===== src/design/ttx_pkg.sv =====
package ttx_pkg;

   localparam logic [6:0] SpaceCode      = 7'h20;
   localparam logic [6:0] AlphaFirst     = 7'h01;
   localparam logic [6:0] AlphaLast      = 7'h07;
   localparam logic [6:0] MosaicFirst    = 7'h11;
   localparam logic [6:0] MosaicLast     = 7'h17;
   localparam logic [6:0] CodeContiguous = 7'h19;
   localparam logic [6:0] CodeSeparated  = 7'h1A;
   localparam logic [6:0] CodeBlackBg    = 7'h1C;
   localparam logic [6:0] CodeNewBg      = 7'h1D;
   localparam logic [6:0] CodeHold       = 7'h1E;
   localparam logic [6:0] CodeRelease    = 7'h1F;
   localparam logic [2:0] ColourWhite    = 3'd7;
   localparam logic [2:0] ColourBlack    = 3'd0;

   typedef struct packed {
      logic [7:0] code_byte;
      logic       row_start;
   } req_type;

   typedef struct packed {
      logic [6:0] shown_code;
      logic       is_mosaic;
      logic       is_control;
      logic       parity_error;
      logic [2:0] foreground;
      logic [2:0] background;
      logic       separated_cell;
   } rsp_type;

   typedef struct packed {
      logic [2:0] foreground_colour;
      logic [2:0] background_colour;
      logic       mosaic_mode;
      logic       hold_active;
      logic       separated_mode;
      logic [6:0] held_mosaic;
   } attr_state_type;

   localparam attr_state_type AttrReset = '{
      foreground_colour: ColourWhite,
      background_colour: ColourBlack,
      mosaic_mode:       1'b0,
      hold_active:       1'b0,
      separated_mode:    1'b0,
      held_mosaic:       SpaceCode
   };

endpackage


===== src/design/ttx_decode.sv =====
module ttx_decode (
   input  ttx_pkg::req_type        req,
   input  logic                    ignore_parity,
   input  ttx_pkg::attr_state_type state_cur,
   output ttx_pkg::attr_state_type state_next,
   output ttx_pkg::rsp_type        rsp
);

   ttx_pkg::attr_state_type base;
   ttx_pkg::attr_state_type at_cell;
   logic                    bad;
   logic [6:0]              code;
   logic                    ctrl;

   always_comb begin
      base = req.row_start ? ttx_pkg::AttrReset : state_cur;
      bad  = ~(^req.code_byte);
      code = (bad && !ignore_parity) ? ttx_pkg::SpaceCode : req.code_byte[6:0];
      ctrl = (code[6:5] == 2'b00);

      at_cell = base;
      if (ctrl) begin
         case (code)
            ttx_pkg::CodeBlackBg:    at_cell.background_colour = ttx_pkg::ColourBlack;
            ttx_pkg::CodeNewBg:      at_cell.background_colour = base.foreground_colour;
            ttx_pkg::CodeHold:       at_cell.hold_active = 1'b1;
            ttx_pkg::CodeContiguous: at_cell.separated_mode = 1'b0;
            ttx_pkg::CodeSeparated:  at_cell.separated_mode = 1'b1;
            default: ;
         endcase
      end

      rsp.is_control     = ctrl;
      rsp.parity_error   = bad;
      rsp.foreground     = base.foreground_colour;
      rsp.background     = at_cell.background_colour;
      rsp.separated_cell = at_cell.separated_mode;
      if (ctrl) begin
         if (at_cell.hold_active && at_cell.mosaic_mode && at_cell.held_mosaic[5]) begin
            rsp.shown_code = at_cell.held_mosaic;
            rsp.is_mosaic  = 1'b1;
         end else begin
            rsp.shown_code = ttx_pkg::SpaceCode;
            rsp.is_mosaic  = at_cell.mosaic_mode;
         end
      end else begin
         rsp.shown_code = code;
         rsp.is_mosaic  = at_cell.mosaic_mode && code[5];
      end

      state_next = at_cell;
      if (ctrl) begin
         if (code inside {[ttx_pkg::AlphaFirst:ttx_pkg::AlphaLast]}) begin
            state_next.foreground_colour = code[2:0];
            state_next.mosaic_mode       = 1'b0;
            if (at_cell.mosaic_mode) begin
               state_next.held_mosaic = ttx_pkg::SpaceCode;
            end
         end else if (code inside {[ttx_pkg::MosaicFirst:ttx_pkg::MosaicLast]}) begin
            state_next.foreground_colour = code[2:0];
            state_next.mosaic_mode       = 1'b1;
            if (!at_cell.mosaic_mode) begin
               state_next.held_mosaic = ttx_pkg::SpaceCode;
            end
         end else if (code == ttx_pkg::CodeRelease) begin
            state_next.hold_active = 1'b0;
         end
      end else if (rsp.is_mosaic) begin
         state_next.held_mosaic = code;
      end
   end

endmodule


===== src/design/teletext_row_attribute_decoder_unit.sv =====
// Teletext row attribute decoder: one received row byte in, one display cell out.
// Request channel: req_valid, req_stall, req_payload (code byte and row_start flag).
// Response channel: rsp_valid, rsp_stall, rsp_payload (code, mosaic, control, parity,
// colours, separated style).
// csr_write_enable/csr_write_data write the ignore_parity bit; write it only when idle.
// A request is taken into an input register, decoded combinationally against the
// attribute state, and the cell lands in the response register that drives rsp_valid.
// Throughput is one request per cycle while rsp_stall stays low, set by the single
// decode stage that updates the attribute state.
// While rsp_stall is high the response holds; the input register still accepts one
// more request, then req_stall rises until the response is taken.
// Synchronous reset clears both valids, ignore_parity and the attribute state
// (white on black, alphanumerics, no hold, contiguous, held mosaic space).
module teletext_row_attribute_decoder_unit (
   input  logic              clock,
   input  logic              reset,
   input  logic              req_valid,
   output logic              req_stall,
   input  ttx_pkg::req_type  req_payload,
   output logic              rsp_valid,
   input  logic              rsp_stall,
   output ttx_pkg::rsp_type  rsp_payload,
   input  logic              csr_write_enable,
   input  logic              csr_write_data
);

   logic                    in_valid_ff, in_valid_in;
   ttx_pkg::req_type        in_data_ff, in_data_in;
   logic                    out_valid_ff, out_valid_in;
   ttx_pkg::rsp_type        out_data_ff, out_data_in;
   ttx_pkg::attr_state_type state_ff, state_in;
   logic                    ignore_ff, ignore_in;
   ttx_pkg::attr_state_type state_dec;
   ttx_pkg::rsp_type        rsp_dec;
   logic                    out_free;
   logic                    process;

   ttx_decode u_decode (
      .req           (in_data_ff),
      .ignore_parity (ignore_ff),
      .state_cur     (state_ff),
      .state_next    (state_dec),
      .rsp           (rsp_dec)
   );

   always_comb begin
      out_free    = !out_valid_ff || !rsp_stall;
      process     = in_valid_ff && out_free;
      req_stall   = in_valid_ff && !out_free;

      in_valid_in = req_stall ? in_valid_ff : req_valid;
      in_data_in  = (req_valid && !req_stall) ? req_payload : in_data_ff;

      out_valid_in = out_free ? in_valid_ff : out_valid_ff;
      out_data_in  = process ? rsp_dec : out_data_ff;
      state_in     = process ? state_dec : state_ff;
      ignore_in    = csr_write_enable ? csr_write_data : ignore_ff;
   end

   always_ff @(posedge clock) begin
      if (reset) begin
         in_valid_ff  <= 1'b0;
         out_valid_ff <= 1'b0;
         state_ff     <= ttx_pkg::AttrReset;
         ignore_ff    <= 1'b0;
      end else begin
         in_valid_ff  <= in_valid_in;
         out_valid_ff <= out_valid_in;
         state_ff     <= state_in;
         ignore_ff    <= ignore_in;
      end
   end

   always_ff @(posedge clock) begin
      in_data_ff  <= in_data_in;
      out_data_ff <= out_data_in;
   end

   assign rsp_valid   = out_valid_ff;
   assign rsp_payload = out_data_ff;

endmodule


===== config.mk =====
export PLATFORM = sky130hd
export DESIGN_NAME = teletext_row_attribute_decoder_unit
export DESIGN_NICKNAME = d
export VERILOG_FILES = /design/src/design/ttx_pkg.sv /design/src/design/ttx_decode.sv /design/src/design/teletext_row_attribute_decoder_unit.sv
export SDC_FILE = /design/constraint.sdc
export NUM_CORES = 1
export LEC_CHECK = 0
export ABC_AREA = 1
export BUFFER_PORTS_ARGS = -buffer_cell sky130_fd_sc_hd__clkbuf_2
export CAP_MARGIN = 15
export CORE_MARGIN = 4
export CORE_UTILIZATION = 57
export CTS_CLUSTER_DIAMETER = 60
export CTS_CLUSTER_SIZE = 40
export DETAILED_ROUTE_END_ITERATION = 8
export PLACE_DENSITY = 0.75
export REMOVE_ABC_BUFFERS = 1
export SYNTH_ARGS = -nofsm -noshare
export SYNTH_HDL_FRONTEND = slang
export SYNTH_SLANG_ARGS = --single-unit

===== constraint.sdc =====
create_clock -name clock -period 3 [get_ports clock]
set_clock_uncertainty 0.2 [all_clocks]
set_input_delay 0.6 -clock clock [delete_from_list [all_inputs] [get_ports clock]]
set_output_delay 0.6 -clock clock [all_outputs]
set_load 0.01 [all_outputs]

==> impl_metrics.tcl <==
set metrics [dict create \
    final_design_area_no_fill_um2 2720 \
    synth-edff-count 26 \
    holdCritPathClass "primary input to flop" \
    netlist_top_cells_area "edfxtp_1 (32%), dfxtp_1 (16%), nand2_1 (14%)" \
    area_delta_synth_final_pct 10.8 \
    critical_path.reg2reg.startpoint "in_data_ff[7]$_DFFE_PP_" \
    gp_routability_congestion 0.910 \
    hold_ws_ps 268 \
    insertedDiodeCount 0 \
    proportion_of_synthesized_area_in_mux_cells_pct 0 \
    num_io_pins 34 \
    floorplan.die_area_um2 5410 \
    grtUsageTotal_pct 20.3 \
    seq_area_frac_synth_pct 47.4 \
    wire_length_of_the_first_global_routing_pass_um 8450 \
    drtPass1Iterations 4 \
    power_frac_clock_pct 29.4 \
    report.power.total_mw 1.29 \
    tritoncts "built" \
    dpl.hpwl_um 3640 \
    worstPathArrival_ps 2470 \
    critPathMostFrequentCell "nand2_1" \
    post_drt_wl_per_cell_um 12.6 \
    fp.coreArea_um2 4090 \
    switchingPower_uw 353 \
    ys.warnings.count 0 \
    power.internal_uw 939 \
    asyncSetResetFlopFracSynth_pct 0 \
    achievable-frequency_mhz 402 \
    yosys.cell_types.count 34 \
    antenna_violating_nets_post_route 0 \
    holdBufCountCts 0 \
    syn_std_cell_area_um2 2450 \
    timing.final.ws_setup_ps 510 \
    final.setup.tns_ps 0 \
    main_combinational_cell_family_by_area_after_synthesis "simple AND/OR/NAND/NOR gates" \
    power.switching_fraction_pct 27.3 \
    synth_common_cells "nand2_1 (91), inv_1 (49), nor2_1 (31)" \
    horiz_die_dim_um 73.6 \
    cts_repair_resize_count 0 \
    worst_pin_slew_ps 553 \
    vias 2058 \
    post_synth_fa_ha_maj_area_fraction_pct 0 \
    dpl-instance-area_um2 2630 \
    grt_antenna_before_repair 0 \
    slowest_delay_ps 510 \
    finalNetCount 360 \
    slew_headroom_pct 63.1 \
    floorplan.die.height_um 73.6 \
    hold_viol 0 \
    post_synth.cell_area_avg_um2 7.88 \
    floorplan.rows 23 \
    postRouteWirelength_um 4970 \
    worst_setup_hold_path_clk_slew_ps 80 \
    cts-htree-levels 2 \
    cts.path.max_buffers 2 \
    yosysTopAreaCellShare_pct 31.9 \
    setup_viol 0 \
    critPathKind "flop to flop" \
    crit_path_end "state_ff[0]$_SDFFE_PP0P_" \
    run_status "finished, final reports clean" \
    cts.sink_count 45 \
    layout_worst_path_cycle_share_pct 83.0 \
    worst_ep_required_time_ps 2980 \
    layout.cells.non_filler 395 \
    synth_compound_gate_area_share_pct 10.1 \
    reg2regPathDepth 12 \
    setup_repair_after_global_routing_missed_its_margin "false" \
    post_route_cells_drive_above_1_share_pct 20.6 \
    cp_max_fo 16 \
    drt-vias-per-instance 5.21 \
    cts_root_buf "clkbuf_8" \
    ys.flop_type "edfxtp_1" \
    pin_count_of_the_biggest_net_entering_global_routing 35 \
    power_density_nw_per_um2 476 \
    cap_violations 0 \
    clock_latency_ps 300 \
    worst_ir_drop_vdd_uv 314 \
    synthCells 311 \
    detail_route.drc_violations 0 \
    synth_area_leader_cell "edfxtp_1" \
    critical_path_source_type "flop" \
    crit_chain "nor2_4, inv_1, nand2_1, nand2_1, nand3_2, nand3_4, nand2_2, inv_2, nand2_1, nand4_2, nand2_1, a21oi_2" \
    initial_core_util_pct 60.0 \
    grt_pass1_vias 1921 \
    setup.worst_path.end_class "flop" \
    place_ws_ps 525 \
    globalRouteOverflowTotal 0 \
    timing_max_transition_violations_final 0 \
    regToRegSetupSlack_ps 510 \
    cpMaxStageDelayCell "edfxtp_1" \
    finalCoreUtilization_pct 66.4 \
    cts_setup_buffers 0 \
    synth-xor-area-share_pct 0.358 \
    place.detailed.instances 388 \
    power.combinational.fraction_pct 15.3 \
    power.static_leakage_nw 1.28 \
    drt-initial-drc-count 173 \
    yosys_register_bits 45 \
    synth-simple-area-share_pct 31.5 \
    cts_buffers 5 \
    finalWorstPathRequiredPeriod_ps 2490 \
    p_seq_share_pct 55.2 \
    place.port_buffers 33 \
    synth.most_common_cell "nand2_1" \
    setup.worst_path.start "in_data_ff[7]$_DFFE_PP_" \
    reg2reg_to "state_ff[0]$_SDFFE_PP0P_" \
]
## area by class of cell
type,instances,area [um^2]
Clock inverter,1,7.51
Multi-Input combinational cell,206,1030
Inverter,53,199
Timing Repair Buffer,34,173
Clock buffer,6,82.6
Tap cell,50,62.6
Sequential cell,45,1160
Fill cell,372,1370
## power groups by stage
stage	Sequential [mW]	Clock, mW	Combinational, mW
4_1_cts	0.713	0.387	0.199
3_5_place_dp	0.728	0	0.198
6_report	0.714	0.381	0.198
2_1_floorplan	0.730	0	0.135
3_3_place_gp	0.726	0	0.195
5_1_grt	0.718	0.413	0.224
## sequential cells by signal (all words and copies together), names as in the netlist
| register | flops |
|---|---|
| ignore_ff | 1 |
| in_data_ff | 9 |
| in_valid_ff | 1 |
| rsp_payload | 17 |
| rsp_valid | 1 |
| state_ff | 16 |
## per-layer routing
| metal | global-route usage (%) | part of all wire (%) | wire length, um |
|---|---|---|---|
| met5 | 0 | 0 | 0 |
| met2 | 33.3 | 46 | 2300 |
| met4 | 7.85 | 1.5 | 74 |
| met3 | 3.56 | 8.2 | 405 |
| met1 | 26.5 | 44 | 2190 |
## worst min-delay path by stage
stage | startpoint | endpoint | depth (start not counted)
after floorplan | state_ff[13]$_SDFFE_PP1P_ | state_ff[13]$_SDFFE_PP1P_ | 2
after global placement | state_ff[15]$_SDFFE_PP1P_ | state_ff[15]$_SDFFE_PP1P_ | 2
after detailed placement | state_ff[13]$_SDFFE_PP1P_ | state_ff[13]$_SDFFE_PP1P_ | 2
after CTS | req_payload[3] | in_data_ff[3]$_DFFE_PP_ | 1
after global routing | req_payload[2] | in_data_ff[2]$_DFFE_PP_ | 1
final | req_payload[3] | in_data_ff[3]$_DFFE_PP_ | 1
## worst max-delay path: cells and delay by family, from the launching register on
| kind | cells | cell delay [ps] |
|---|---|---|
| simple gates | 9 | 1410 |
| compound gates | 1 | 60 |
| flops | 1 | 510 |
| buf+inv | 2 | 190 |
## layout by cell type, fill, tap and decap left out, drive strengths merged, types with 3 or more instances in the layout
master and count:
nand2 99, a21oi 20, nand4 5, edfxtp 26, a21boi 3, o21ai 13, nor2 33, clkbuf 39
o22ai 5, inv 52, nand3 23, dfxtp 19
## logic make-up after synthesis
family                    Yosys count
AOI/OAI and AO/OA                  42
and+or+nand+nor                   163
DFF                                45
buffers and inverters              60
xor gates and xnor gates            1
(Power assumes the default switching activity.)
